File: src/hw/rtl/fce_pkg.sv
// Shared constants, action codes and the table write request type for the
// chain engine. No dependencies.
`default_nettype none

package fce_pkg;

    localparam int TABLE_DEPTH = 64;
    localparam int IDX_W       = $clog2(TABLE_DEPTH);
    localparam int LINK_W      = $clog2(TABLE_DEPTH + 2);
    localparam int FIELD_W     = 6;
    localparam int ACT_W       = 3;

    localparam logic [LINK_W-1:0] CODE_FREE = LINK_W'(TABLE_DEPTH);
    localparam logic [LINK_W-1:0] CODE_END  = LINK_W'(TABLE_DEPTH + 1);

    localparam logic [ACT_W-1:0] ACT_CLEAR    = 3'd0;
    localparam logic [ACT_W-1:0] ACT_ALLOCATE = 3'd1;
    localparam logic [ACT_W-1:0] ACT_APPEND   = 3'd2;
    localparam logic [ACT_W-1:0] ACT_TRUNCATE = 3'd3;
    localparam logic [ACT_W-1:0] ACT_LIST     = 3'd4;

    typedef struct packed {
        logic              clr;
        logic              we;
        logic [IDX_W-1:0]  addr;
        logic [LINK_W-1:0] data;
    } fce_wr_t;

endpackage

`default_nettype wire

File: src/hw/rtl/fat_chain_engine.sv
// Top level of the chain engine: action decode, walk sequencer and output
// register. Uses fce_pkg and fce_table.
`default_nettype none

// Clear, allocate and truncate leave the engine idle and give no result.
// Append and list walk the chain one table entry per cycle, while the output is
// free, through the table's single registered read port: the first read is
// issued as the item is taken, then one per block visited, for a chain of at
// most TABLE_DEPTH blocks. An append that links a block then makes its two
// table writes in turn on the one write port. Each listed block is one result
// item; a stalled output holds the walk. in_stall is high for the whole walk.
module fat_chain_engine (
    input  wire logic                          clk,
    input  wire logic                          rst_n,
    input  wire logic                          in_valid,
    output logic                               in_stall,
    input  wire logic [fce_pkg::ACT_W-1:0]     action,
    input  wire logic [fce_pkg::FIELD_W-1:0]   target_block,
    input  wire logic [fce_pkg::FIELD_W-1:0]   new_block,
    output logic                               out_valid,
    input  wire logic                          out_stall,
    output logic      [fce_pkg::FIELD_W-1:0]   block_index,
    output logic                               last_of_run,
    output logic                               status
);

    localparam logic [1:0] S_IDLE = 2'd0;
    localparam logic [1:0] S_EVAL = 2'd1;
    localparam logic [1:0] S_WR2  = 2'd2;

    logic [1:0]                    state_reg, state_next;
    logic                          list_reg, list_next;
    logic [fce_pkg::IDX_W-1:0]     blk_reg, blk_next;
    logic [fce_pkg::IDX_W-1:0]     cnt_reg, cnt_next;
    logic [fce_pkg::IDX_W-1:0]     fresh_reg, fresh_next;
    logic                          fresh_ok_reg, fresh_ok_next;

    logic                          out_valid_reg;
    logic [fce_pkg::IDX_W-1:0]     out_blk_reg;
    logic                          out_last_reg;
    logic                          out_status_reg;

    fce_pkg::fce_wr_t              wr;
    logic                          re;
    logic [fce_pkg::IDX_W-1:0]     raddr;
    logic [fce_pkg::LINK_W-1:0]    rdata;

    logic                          in_acc;
    logic                          target_ok;
    logic                          out_free;
    logic                          more;
    logic                          loop_hit;
    logic                          walk_end;
    logic                          emit;
    logic                          emit_last;

    fce_table u_table (
        .clk   (clk),
        .rst_n (rst_n),
        .wr    (wr),
        .re    (re),
        .raddr (raddr),
        .rdata (rdata)
    );

    assign in_stall  = (state_reg != S_IDLE);
    assign in_acc    = in_valid && !in_stall;
    assign target_ok = ({1'b0, target_block} < (fce_pkg::FIELD_W + 1)'(fce_pkg::TABLE_DEPTH));
    assign out_free  = !out_valid_reg || !out_stall;

    assign more     = (rdata < fce_pkg::LINK_W'(fce_pkg::TABLE_DEPTH));
    assign loop_hit = more && (cnt_reg == fce_pkg::IDX_W'(fce_pkg::TABLE_DEPTH - 1));
    assign walk_end = !more || loop_hit;

    always_comb
    begin
        state_next    = state_reg;
        list_next     = list_reg;
        blk_next      = blk_reg;
        cnt_next      = cnt_reg;
        fresh_next    = fresh_reg;
        fresh_ok_next = fresh_ok_reg;
        wr            = '0;
        re            = 1'b0;
        raddr         = blk_reg;
        emit          = 1'b0;
        emit_last     = 1'b0;

        case (state_reg)
            S_IDLE:
            begin
                if (in_acc)
                begin
                    case (action)
                        fce_pkg::ACT_CLEAR:
                        begin
                            wr.clr = 1'b1;
                        end
                        fce_pkg::ACT_ALLOCATE,
                        fce_pkg::ACT_TRUNCATE:
                        begin
                            wr.we   = target_ok;
                            wr.addr = target_block[fce_pkg::IDX_W-1:0];
                            wr.data = fce_pkg::CODE_END;
                        end
                        fce_pkg::ACT_APPEND,
                        fce_pkg::ACT_LIST:
                        begin
                            if (target_ok)
                            begin
                                re            = 1'b1;
                                raddr         = target_block[fce_pkg::IDX_W-1:0];
                                blk_next      = target_block[fce_pkg::IDX_W-1:0];
                                cnt_next      = '0;
                                list_next     = (action == fce_pkg::ACT_LIST);
                                fresh_next    = new_block[fce_pkg::IDX_W-1:0];
                                fresh_ok_next = ({1'b0, new_block} <
                                                 (fce_pkg::FIELD_W + 1)'(fce_pkg::TABLE_DEPTH));
                                state_next    = S_EVAL;
                            end
                        end
                        default:
                        begin
                        end
                    endcase
                end
            end

            S_EVAL:
            begin
                if (list_reg)
                begin
                    if (out_free)
                    begin
                        emit      = 1'b1;
                        emit_last = walk_end;
                        if (walk_end)
                        begin
                            state_next = S_IDLE;
                        end
                        else
                        begin
                            re       = 1'b1;
                            raddr    = rdata[fce_pkg::IDX_W-1:0];
                            blk_next = rdata[fce_pkg::IDX_W-1:0];
                            cnt_next = cnt_reg + 1'b1;
                        end
                    end
                end
                else if (!walk_end)
                begin
                    re       = 1'b1;
                    raddr    = rdata[fce_pkg::IDX_W-1:0];
                    blk_next = rdata[fce_pkg::IDX_W-1:0];
                    cnt_next = cnt_reg + 1'b1;
                end
                else if (out_free)
                begin
                    // append: report the old chain end, then link the new block
                    emit      = 1'b1;
                    emit_last = 1'b1;
                    if (!loop_hit && fresh_ok_reg)
                    begin
                        wr.we      = 1'b1;
                        wr.addr    = blk_reg;
                        wr.data    = fce_pkg::LINK_W'(fresh_reg);
                        state_next = S_WR2;
                    end
                    else
                    begin
                        state_next = S_IDLE;
                    end
                end
            end

            S_WR2:
            begin
                wr.we      = 1'b1;
                wr.addr    = fresh_reg;
                wr.data    = fce_pkg::CODE_END;
                state_next = S_IDLE;
            end

            default:
            begin
                state_next = S_IDLE;
            end
        endcase
    end

    always_ff @(posedge clk or negedge rst_n)
    begin
        if (!rst_n)
        begin
            state_reg     <= S_IDLE;
            out_valid_reg <= 1'b0;
        end
        else
        begin
            state_reg <= state_next;
            if (emit)
            begin
                out_valid_reg <= 1'b1;
            end
            else if (!out_stall)
            begin
                out_valid_reg <= 1'b0;
            end
        end
    end

    always_ff @(posedge clk)
    begin
        list_reg     <= list_next;
        blk_reg      <= blk_next;
        cnt_reg      <= cnt_next;
        fresh_reg    <= fresh_next;
        fresh_ok_reg <= fresh_ok_next;
        if (emit)
        begin
            out_blk_reg    <= blk_reg;
            out_last_reg   <= emit_last;
            out_status_reg <= loop_hit;
        end
    end

    assign out_valid   = out_valid_reg;
    assign block_index = fce_pkg::FIELD_W'(out_blk_reg);
    assign last_of_run = out_last_reg;
    assign status      = out_status_reg;

endmodule

`default_nettype wire

File: src/hw/rtl/fce_table.sv
// Link table: one-port write, registered single read, per-entry valid flops
// so that reset and clear make every entry read as free at once. Uses fce_pkg.
`default_nettype none

module fce_table (
    input  wire logic                         clk,
    input  wire logic                         rst_n,
    input  wire fce_pkg::fce_wr_t             wr,
    input  wire logic                         re,
    input  wire logic [fce_pkg::IDX_W-1:0]    raddr,
    output logic      [fce_pkg::LINK_W-1:0]   rdata
);

    logic [fce_pkg::LINK_W-1:0]      mem [fce_pkg::TABLE_DEPTH];
    logic [fce_pkg::TABLE_DEPTH-1:0] valid_reg;
    logic [fce_pkg::LINK_W-1:0]      rdata_reg;

    always_ff @(posedge clk or negedge rst_n)
    begin
        if (!rst_n)
        begin
            valid_reg <= '0;
        end
        else if (wr.clr)
        begin
            valid_reg <= '0;
        end
        else if (wr.we)
        begin
            valid_reg[wr.addr] <= 1'b1;
        end
    end

    always_ff @(posedge clk)
    begin
        if (wr.we)
        begin
            mem[wr.addr] <= wr.data;
        end
    end

    // read data holds while no read is issued
    always_ff @(posedge clk)
    begin
        if (re)
        begin
            rdata_reg <= valid_reg[raddr] ? mem[raddr] : fce_pkg::CODE_FREE;
        end
    end

    assign rdata = rdata_reg;

endmodule

`default_nettype wire

File: config.mk
export PLATFORM = sky130hd
export DESIGN_NAME = fat_chain_engine
export DESIGN_NICKNAME = d
export VERILOG_FILES = /design/src/hw/rtl/fce_pkg.sv /design/src/hw/rtl/fat_chain_engine.sv /design/src/hw/rtl/fce_table.sv
export SDC_FILE = /design/constraint.sdc
export NUM_CORES = 1
export LEC_CHECK = 0
export BUFFER_PORTS_ARGS = -buffer_cell sky130_fd_sc_hd__buf_2
export CAP_MARGIN = 20
export CORE_UTILIZATION = 50
export CTS_BUF_LIST = sky130_fd_sc_hd__clkbuf_8 sky130_fd_sc_hd__clkbuf_16
export CTS_CLUSTER_SIZE = 16
export DETAILED_ROUTE_END_ITERATION = 10
export GPL_TIMING_DRIVEN = 0
export PLACE_DENSITY = 0.67
export SLEW_MARGIN = 40
export SYNTH_ARGS = -nofsm -noshare
export SYNTH_HDL_FRONTEND = slang
export SYNTH_HIERARCHICAL = 1
export SYNTH_SLANG_ARGS = --single-unit
File: constraint.sdc
create_clock -name clk -period 7.2 [get_ports clk]
set_input_delay 1.08 -clock clk [delete_from_list [all_inputs] [get_ports clk]]
set_output_delay 1.08 -clock clk [all_outputs]
set_load 0.02 [all_outputs]
==> reports/summary.md, run 1 <==
The part of the power in the clock network was 31.6%; the post-detailed-route via-to-cell ratio was 6.105. The number of clock buffers added by TritonCTS is 54. The reg-to-reg critical path startpoint was cnt_reg[0].

Walking the worst path, the cells encountered are ha_1, and3_1, a31oi_1, buf_2, and3_1, a221o_1, buf_6, buf_4, buf_4, buf_2, mux4_2, a22oi_1, nand2_1, a22oi_1, a211oi_1. Relative max-transition margin: 36.11%. Row generation in the floorplan step produced 75 rows. Setup violations remaining at the end of the flow were counted as 0. Once placement completed, the tool counted placed cells totaling 1794. After detailed routing, the number of remaining DRC violations is 0.

Per report_power, the combinational group accounts for 27.4% of the total. Clock tree synthesis found a total of 549 sinks. The number of storage elements in the synthesis netlist is 549.

For the number of global-route vias before repair, the log shows 11549. The width of the die was 210.2 um; the fraction of registers with async set or reset after synthesis was 12.20%. Across the run, the number of max-cap violations was 0. For this run, the number of Yosys warnings is 6.

In the synthesized netlist the dominant register cell turns out to be sky130_fd_sc_hd__edfxtp_1. The flow ran to the end, and the final reports show no timing, DRC or antenna violations. The count of instances resized after the clock tree is built was 0; the number of buffers added on ports was 28.

Yosys mapped a number of flops with a built-in enable equal to 476. The routed layout has 11575 vias. Relative to the synthesized area, the layout overhead comes to 13.64%. The number of antenna diodes in the final layout is 0. Entering global routing, the biggest net connects 50 pins. The run gives 0 as the number of endpoints with negative hold slack in the final report. Once detail routing completed, the nets flagged for antenna violations numbered 0.

The tools report the cell area after synthesis as 21670 um2. In the final layout, the share of cells above drive strength 1 is 23.81%. Setup repair after global routing left no endpoint under its margin.

After detailed routing, the total wire length is 50.99 mm. The wire-length estimate of the detail-placed layout is 34.73 mm. After the last flow step, the layout net total stands at 1293. The switching share of total power was 30.52%. Each instance of the synthesized netlist takes up on average 18.35 um2.

Between clock sinks in the finished design, the worst skew comes to 0.01874 ns. The initial utilization of the core area, before any placement, comes to 51.21%. The first global-routing pass estimated 75.71 mm of wire. The run gives 44190 um2 as the area enclosed by the die boundary. For the pin with the worst max-slew slack, the measured transition is 0.9555 ns. Subtracting the final worst setup slack from the clock period gives 5.060 ns.

Across the VDD grid, the largest voltage drop is 0.1888 mV. The maximum cell stage delay along the critical path came out at 0.43 ns. The worst-path cell with the longest stage delay was sky130_fd_sc_hd__edfxtp_1. Kind of critical path: flip-flop to flip-flop. The beginning of the critical path was cnt_reg[0]. The logs give 1896 for the non-filler instance count after layout and 197.6 MHz for the upper clock frequency limit.

Along the worst path, the maximum fanout reaches 10. For this block, the initial DRC count from the detailed router was 1502. Number of antenna violations at the first check in global routing: 0. The power dissipated by switching net loads was 2.704 mW.

The post-detailed-route wirelength per cell is 26.89 um, and the maximum root-to-sink buffer count is 3. The run gives 6 as the total iterations of the first detailed-routing run. The max-slew violation count was 0; the setup TNS after final layout was 0 ns. The worst setup path is captured at a flip-flop. Summed over all cells, the static leakage comes to 8.865 nW. The count of hold buffers inserted by post-cts repair was 0; the endpoint arrival time on the critical path was 5.38 ns. The clock slew at the register clock pins of the worst setup and hold paths is 0.07 ns, and the source-to-sink clock delay at the later pin of the worst-skew pair is 0.61 ns. In the finished design, the share of the clock period the worst path needs comes to 70.28%.

Dividing total power by cell area gives a power density of 359.8 nW/um2. The share of the Yosys chip area taken by registers is 74.24%. Power comes to 8.861 mW.

For this run, the total global-route usage over all layers was measured as 23.78%. Placeable core region: 42320 um2. In the synthesized netlist, the number of instances is 1181. When the netlist entered floorplanning its net count stood at 1201. For the internal power summed over all cells, the log shows 6.156 mW. Setup fix buffers added after clock tree synthesis: 0. For the routability-driven placement congestion ratio, the log shows 1.026. The root buffer cell chosen for the clock tree is sky130_fd_sc_hd__clkbuf_16. For the number of H-tree levels, the log shows 2. The register with the most flip-flops in the layout has 448 of them.

For the number of library cell types mapped by synthesis, the log shows 55. TritonCTS built the clock tree. STA classifies the critical path startpoint as a flip-flop. For the worst setup path, the data required time is 7.52 ns.

The die outline height is 210.2 um, and the leftover overflow at the end of global routing is 0. For the number of ports placed on the die boundary, the log shows 29. The class of the worst hold path is input port to async pin. The tools report the proportion of power drawn by flip-flops and latches as 41.0%.
-- power by group through the flow --
stage                     sequential, mW  clock [mW]  combinational [mW]
after floorplan                     3.70           0                1.58
after global placement              3.71           0                2.34
after detailed placement            3.70           0                2.40
after CTS                           3.64        2.85                2.40
after global routing                3.65        2.96                2.55
final                               3.64        2.80                2.42
-- cells in the final DEF (no fill, tap or decap), drive strengths merged, types with 4 or more instances in the layout --
cell,n
dfxtp,6
nand3,11
a211oi,6
nor2b,18
o21ai,7
xnor2,4
and2,8
nor2,207
edfxtp,476
inv,26
clkbuf,87
nand4,4
mux2i,5
nand2,37
a221o,5
and3,6
mux4,127
or3,4
a21oi,5
dfrtp,67
a222oi,6
a22oi,61
nand3b,4
clkinv,14
buf,71
a22o,9
bufinv,5
-- path summary, 6_finish.rpt --
check,end,slack (ns),cells after the start
worst min register to register,block_index[0],0.49,0
worst max register to register,u_table/rdata[4],2.14,15
max in group asynchronous,u_table/valid_reg[3],6.33,2
worst min-delay path,u_table/valid_reg[36],0.32,1
worst max-delay path,u_table/rdata[4],2.14,15
min in group clk,block_index[0],0.49,0
-- worst max-delay path: cells and delay by family (launching register included) --
kind	cells	cell delay (ns)
AOI/OAI and AO/OA	5	1.52
DFF	1	0.43
muxes	1	0.40
and+or+nand+nor	3	0.57
buffers and inverters	5	1.56
adders and majority gates	1	0.27
-- synth_stat cells (7+ instances only) --
master	instances	share of area, %
sky130_fd_sc_hd__a22o_1	9	0.36
sky130_fd_sc_hd__a22oi_1	61	2.1
sky130_fd_sc_hd__and2_1	8	0.23
sky130_fd_sc_hd__buf_2	15	0.35
sky130_fd_sc_hd__buf_4	13	0.45
sky130_fd_sc_hd__clkbuf_1	26	0.45
sky130_fd_sc_hd__dfrtp_1	67	7.7
sky130_fd_sc_hd__edfxtp_1	476	66
sky130_fd_sc_hd__inv_1	7	0.12
sky130_fd_sc_hd__mux4_2	123	13
sky130_fd_sc_hd__nand2_1	37	0.64
sky130_fd_sc_hd__nand3_1	11	0.25
sky130_fd_sc_hd__nor2_1	207	3.6
sky130_fd_sc_hd__nor2b_1	18	0.52
-- metrics by stage --
stage / util [%] / hold WS [ns] / cell area, um2 / setup WS [ns]
floorplan: - / 0.4304 / 21670 / 3.211
global placement: 53.25 / 0.4673 / 22540 / 1.917
detailed placement: 53.84 / 0.4672 / 22790 / 1.865
CTS: 58.07 / 0.2955 / 24580 / 2.217
global route: 58.20 / 0.3120 / 24630 / 2.045
finish: 58.20 / 0.3183 / 24630 / 2.140
-- cell type report --
cell class              instances  area, um2
repair buffers                 36      351.6
plain buffers                  61      342.8
inverters                       7      26.28
well taps                     577      721.9
flip-flops and latches        549      16090
clock buffers                  61       1448
multi-input cells             564       5305
fillers                      3099      17690
clock inverters                41      344.1
-- logic make-up after synthesis --
group / share of synthesized area [%]
AND/OR/NAND/NOR: 6.240
flip-flops: 74.24
AO/OA/AOI/OAI: 4.053
multiplexers: 13.55
buffers and inverters: 1.703
adder cells (fa/ha/maj): 0.05772
XOR/XNOR: 0.1616
-- metal layers --
layer  GRT usage (%)  share of wire, %  vias to the layer above
li1                -                 -                     4911
met1           33.83                42                     6079
met2           37.07                48                      500
met3           4.395               7.2                       85
met4           8.784               2.9                        0
met5               0                 0                        -
Power figures use the tool's default switching activity.
==> inputs of run 2 (changes only) <==
--- a/config.mk
+++ b/config.mk
@@ -5,6 +5,7 @@
 export SDC_FILE = /design/constraint.sdc
 export NUM_CORES = 1
 export LEC_CHECK = 0
+export ABC_AREA = 1
 export BUFFER_PORTS_ARGS = -buffer_cell sky130_fd_sc_hd__buf_2
 export CAP_MARGIN = 20
 export CORE_UTILIZATION = 50
==> constraint.sdc (replaced) <==
create_clock -name clk -period 4.8 [get_ports clk]
set_input_delay 0.72 -clock clk [delete_from_list [all_inputs] [get_ports clk]]
set_output_delay 0.72 -clock clk [all_outputs]
set_load 0.02 [all_outputs]
==> reports/summary.md, run 2 <==
Worst-path maximum fanout: 10 (unchanged). For the area enclosed by the die boundary, the log shows 47010 um2 (was 44190 um2). Reg-to-reg endpoint: u_table/rdata[6] (was u_table/rdata[4]). The power density of the placed cells is 566.2 nW/um2 (was 359.8 nW/um2). The final clock skew came out at 0.01512 ns (was 0.01874 ns). The fraction of final layout cells with drive strength greater than 1 works out to 12.73% (was 23.81%).

The maximum resistive drop on vdd was 0.3203 mV (was 0.1888 mV). The tools report the cell chosen for the clock root as sky130_fd_sc_hd__clkbuf_16 (unchanged). The count of standard-cell rows is 78 (was 75). The logs give 0 (unchanged) for the number of antenna violations at the first check in global routing and 14.92 mW (was 8.861 mW) for the total power. For the placeable core region, the log shows 45480 um2 (was 42320 um2).

For hold timing, the worst endpoint is fresh_reg[1]. The post-synthesis average cell area is 10.77 um2 (was 18.35 um2). The run gives 0.97 ns (was 2.14 ns) as the slack of the worst reg-to-reg path. The tools report the endpoint arrival time on the critical path as 4.28 ns (was 5.38 ns).

TritonCTS built the clock tree. The flow ran to the end, and the final reports show no timing, DRC or antenna violations. The layout overhead on the synthesized area works out to 14.22% (was 13.64%). The count of clock tree sinks was 549 (unchanged); the data required time of the worst path was 5.25 ns (was 7.52 ns). The upper clock frequency limit came out at 260.8 MHz (was 197.6 MHz). The detailed-placement wirelength estimate is 51.28 mm (was 34.73 mm), and the max-slew violation count is 0 (unchanged). The tools report the layout net count as 2267 (was 1293). Most frequent cells in the layout: sky130_fd_sc_hd__nand2_1 (700), sky130_fd_sc_hd__edfxtp_1 (476), sky130_fd_sc_hd__nand3_1 (448) (was sky130_fd_sc_hd__edfxtp_1 (476), sky130_fd_sc_hd__nor2_1 (180), sky130_fd_sc_hd__mux4_2 (123)). The fraction of registers with async set or reset after synthesis works out to 12.20% (unchanged).

The worst hold path begins at new_block[1]. The class of the worst hold path was input port to flip-flop (was input port to async pin). For the number of ports placed on the die boundary, the log shows 29 (unchanged). The effective utilization at floorplan came out at 50.73% (was 51.21%). Kind of critical path: flip-flop to flip-flop (unchanged).

Slew at the pin closest to its max-slew limit: 0.8905 ns (was 0.9555 ns). Number of CTS-inserted buffers: 55 (was 54). The top-area cell type share of the netlist area is 61.95% (was 65.95%), and the total iterations of the first detailed-routing run is 6 (unchanged). The routability-driven placement congestion ratio is 1.100 (was 1.026). Most frequent cells after synthesis: sky130_fd_sc_hd__nand2_1 (700), sky130_fd_sc_hd__edfxtp_1 (476), sky130_fd_sc_hd__nand3_1 (448), sky130_fd_sc_hd__nor2_1 (218), sky130_fd_sc_hd__dfrtp_1 (67) (was sky130_fd_sc_hd__edfxtp_1 (476), sky130_fd_sc_hd__nor2_1 (207), sky130_fd_sc_hd__mux4_2 (123), sky130_fd_sc_hd__dfrtp_1 (67), sky130_fd_sc_hd__a22oi_1 (61)). The tools report the source-to-sink clock delay at the later pin of the worst-skew pair as 0.61 ns (about the same). The DRC violations left was 0 (unchanged). The final design utilization is 57.95% (was 58.20%), and the number of global-route vias before repair is 15919 (was 11549). The logs give 0 (unchanged) for the number of max-capacitance violations reported and 0 (unchanged) for the total of endpoints with negative setup slack in the final report. The final critical-path share of the clock period came out at 79.87% (was 70.28%). The dominant synthesized flop cell is sky130_fd_sc_hd__edfxtp_1 (unchanged).

The tools report the Yosys warning count as 6 (unchanged). The endpoint kind of the worst setup timing path is a flip-flop (unchanged). Post-detailed-route wirelength per cell: 25.64 um (was 26.89 um). Die outline height: 216.8 um (was 210.2 um). Largest cells by area after synthesis: sky130_fd_sc_hd__edfxtp_1 (62%), sky130_fd_sc_hd__nand2_1 (11%), sky130_fd_sc_hd__nand3_1 (9.7%) (was sky130_fd_sc_hd__edfxtp_1 (66%), sky130_fd_sc_hd__mux4_2 (13%), sky130_fd_sc_hd__dfrtp_1 (7.7%)).

The number of storage elements in the synthesis netlist works out to 549 (unchanged). The number of endpoints with negative hold slack in the final report is 0 (unchanged). The number of buffers added on ports is 28 (unchanged), and the maximum number of pins on one net before global-route repair is 66 (was 50).

The worst hold slack is 0.2807 ns (was 0.3183 ns). The run gives 106.1 mm (was 75.71 mm) as the first-pass GRT wire length. The reg-to-reg critical path startpoint was cnt_reg[1] (was cnt_reg[0]).

The cell area after synthesis came out at 23070 um2 (was 21670 um2). The logs give 40.57% (was 36.11%) for the relative max-transition margin and 3 (unchanged) for the maximum root-to-sink buffer count. The largest area contributor in the netlist was sky130_fd_sc_hd__edfxtp_1 (unchanged). The setup fix buffers added after clock tree synthesis was 0 (unchanged); the clock slew at the register clock pins of the worst setup and hold paths was 0.06 ns (was 0.07 ns).

The number of cells on the worst hold path is 1. The number of nets in the synthesized netlist came out at 2163 (was 1201). The most frequent cell after synthesis was sky130_fd_sc_hd__nand2_1 (was sky130_fd_sc_hd__edfxtp_1).

The run gives 31.80% (was 23.78%) as the overall track demand over capacity in global routing. The number of cell instances on the worst register-to-register path came out at 18 (was 15). The leftover overflow at the end of global routing was 0 (unchanged). Setup repair after global routing left no endpoint under its margin. The number of enable flip-flop cells after synthesis works out to 476 (unchanged).

The leakage power is 10.18 nW (was 8.865 nW), and the clock period minus worst slack is 3.834 ns (was 5.060 ns). The nature of the critical path startpoint is a flip-flop (unchanged). The number of H-tree levels was 2 (unchanged).

Total detailed-routing wirelength: 74.18 mm (was 50.99 mm). The width of the die is 216.8 um (was 210.2 um). Flip-flop count of the largest register after layout: 448 (unchanged). The number of library cell types mapped by synthesis was 33 (was 55). The logs give 0 (unchanged) for the antenna diode instance count and 0 (unchanged) for the count of nets left with antenna violations after detail routing.

The post-detailed-route via-to-cell ratio was 5.899 (was 6.105); the via count of the routed design was 17065 (was 11575). Gate count after technology mapping: 2143 (was 1181). The post-synthesis sequential area ratio is 69.74% (was 74.24%).

Commonest non-fill, non-tap cell in the layout: sky130_fd_sc_hd__nand2_1 (was sky130_fd_sc_hd__edfxtp_1). The tools report the number of DRC violations after detailed-routing iteration 0 as 2353 (was 1502).
run 2: through the flow:
step                      setup TNS, ns  cell area [um2]  instances  setup WS [ns]
final                                 0            26350       2893         0.9662
after global routing                  0            26350       2893         0.8100
after CTS                             0            26320       2893          1.074
after detailed placement              0            24490       2789         0.8229
after global placement          -372.95            23960       2771         -1.161
after floorplan                       0            23070       2143          1.497
run 2: final cells by class:
class	count	area (um2)
fillers	3757	19120
flip-flops and latches	549	16090
multi-input cells	1413	6187
clock buffers	69	1603
well taps	600	750.7
plain buffers	116	723.2
repair buffers	47	526.8
inverters	65	249.0
clock inverters	34	224.0
run 2: logic make-up (layout without fill, tap and decap cells):
| group | after synthesis | after routing | synth area share [%] |
|---|---|---|---|
| AND/OR/NAND/NOR | 1392 | 1392 | 25.48 |
| buffers and inverters | 181 | 331 | 4.208 |
| flip-flops | 549 | 549 | 69.74 |
| adder cells (fa/ha/maj) | 1 | 1 | 0.05422 |
| AO/OA/AOI/OAI | 19 | 19 | 0.4827 |
| XOR/XNOR | 1 | 1 | 0.03797 |
run 2: report_power, final:
part | total (mW) | internal (mW) | leakage, nW | switching (mW)
clock network | 4.29 | 2.50 | 0.978 | 1.79
logic | 5.24 | 1.40 | 4.19 | 3.84
registers | 5.39 | 5.33 | 5.01 | 0.0610
total | 14.9 | 9.23 | 10.2 | 5.69
run 2: routing by layer:
layer	GRT usage, %	routed length, um	vias up
li1	-	-	7534
met1	42.91	28420	8239
met2	47.64	32910	1062
met3	7.505	8463	230
met4	17.75	4392	0
met5	0	0	-
run 2: worst max path at each step:
stage | from | end | slack [ns] | depth (start not counted)
finish | cnt_reg[1] | u_table/rdata[6] | 0.97 | 18
detailed placement | action[0] | u_table/rdata[6] | 0.82 | 18
global placement | out_stall | u_table/mem[55][2] | -1.16 | 4
floorplan | action[0] | u_table/mem[0][0] | 1.50 | 6
CTS | cnt_reg[1] | u_table/rdata[6] | 1.07 | 18
global route | cnt_reg[1] | u_table/rdata[6] | 0.81 | 18
run 2: what timing repair did:
action                    4_1_cts  5_1_grt
hold endpoints to repair       10        0
hold buffers                    1        0
resized for setup               0        0
run 2: critical path: stages (launching register included):
cell and delay [ns]:
sky130_fd_sc_hd__edfxtp_1 0.41, sky130_fd_sc_hd__ha_1 0.25, sky130_fd_sc_hd__nand2_1 0.09, sky130_fd_sc_hd__nor2_2 0.05
sky130_fd_sc_hd__nand2_2 0.12, sky130_fd_sc_hd__nand4_2 0.23, sky130_fd_sc_hd__inv_2 0.16, sky130_fd_sc_hd__nand2_1 0.07
sky130_fd_sc_hd__nand3_1 0.14, sky130_fd_sc_hd__buf_2 0.34, sky130_fd_sc_hd__buf_1 0.71, sky130_fd_sc_hd__nand3_1 0.43
sky130_fd_sc_hd__nand2_1 0.14, sky130_fd_sc_hd__nand2_1 0.06, sky130_fd_sc_hd__nand3_1 0.09, sky130_fd_sc_hd__o21ai_1 0.07
sky130_fd_sc_hd__nand2_1 0.06, sky130_fd_sc_hd__nand2_1 0.06, sky130_fd_sc_hd__nand2_1 0.13
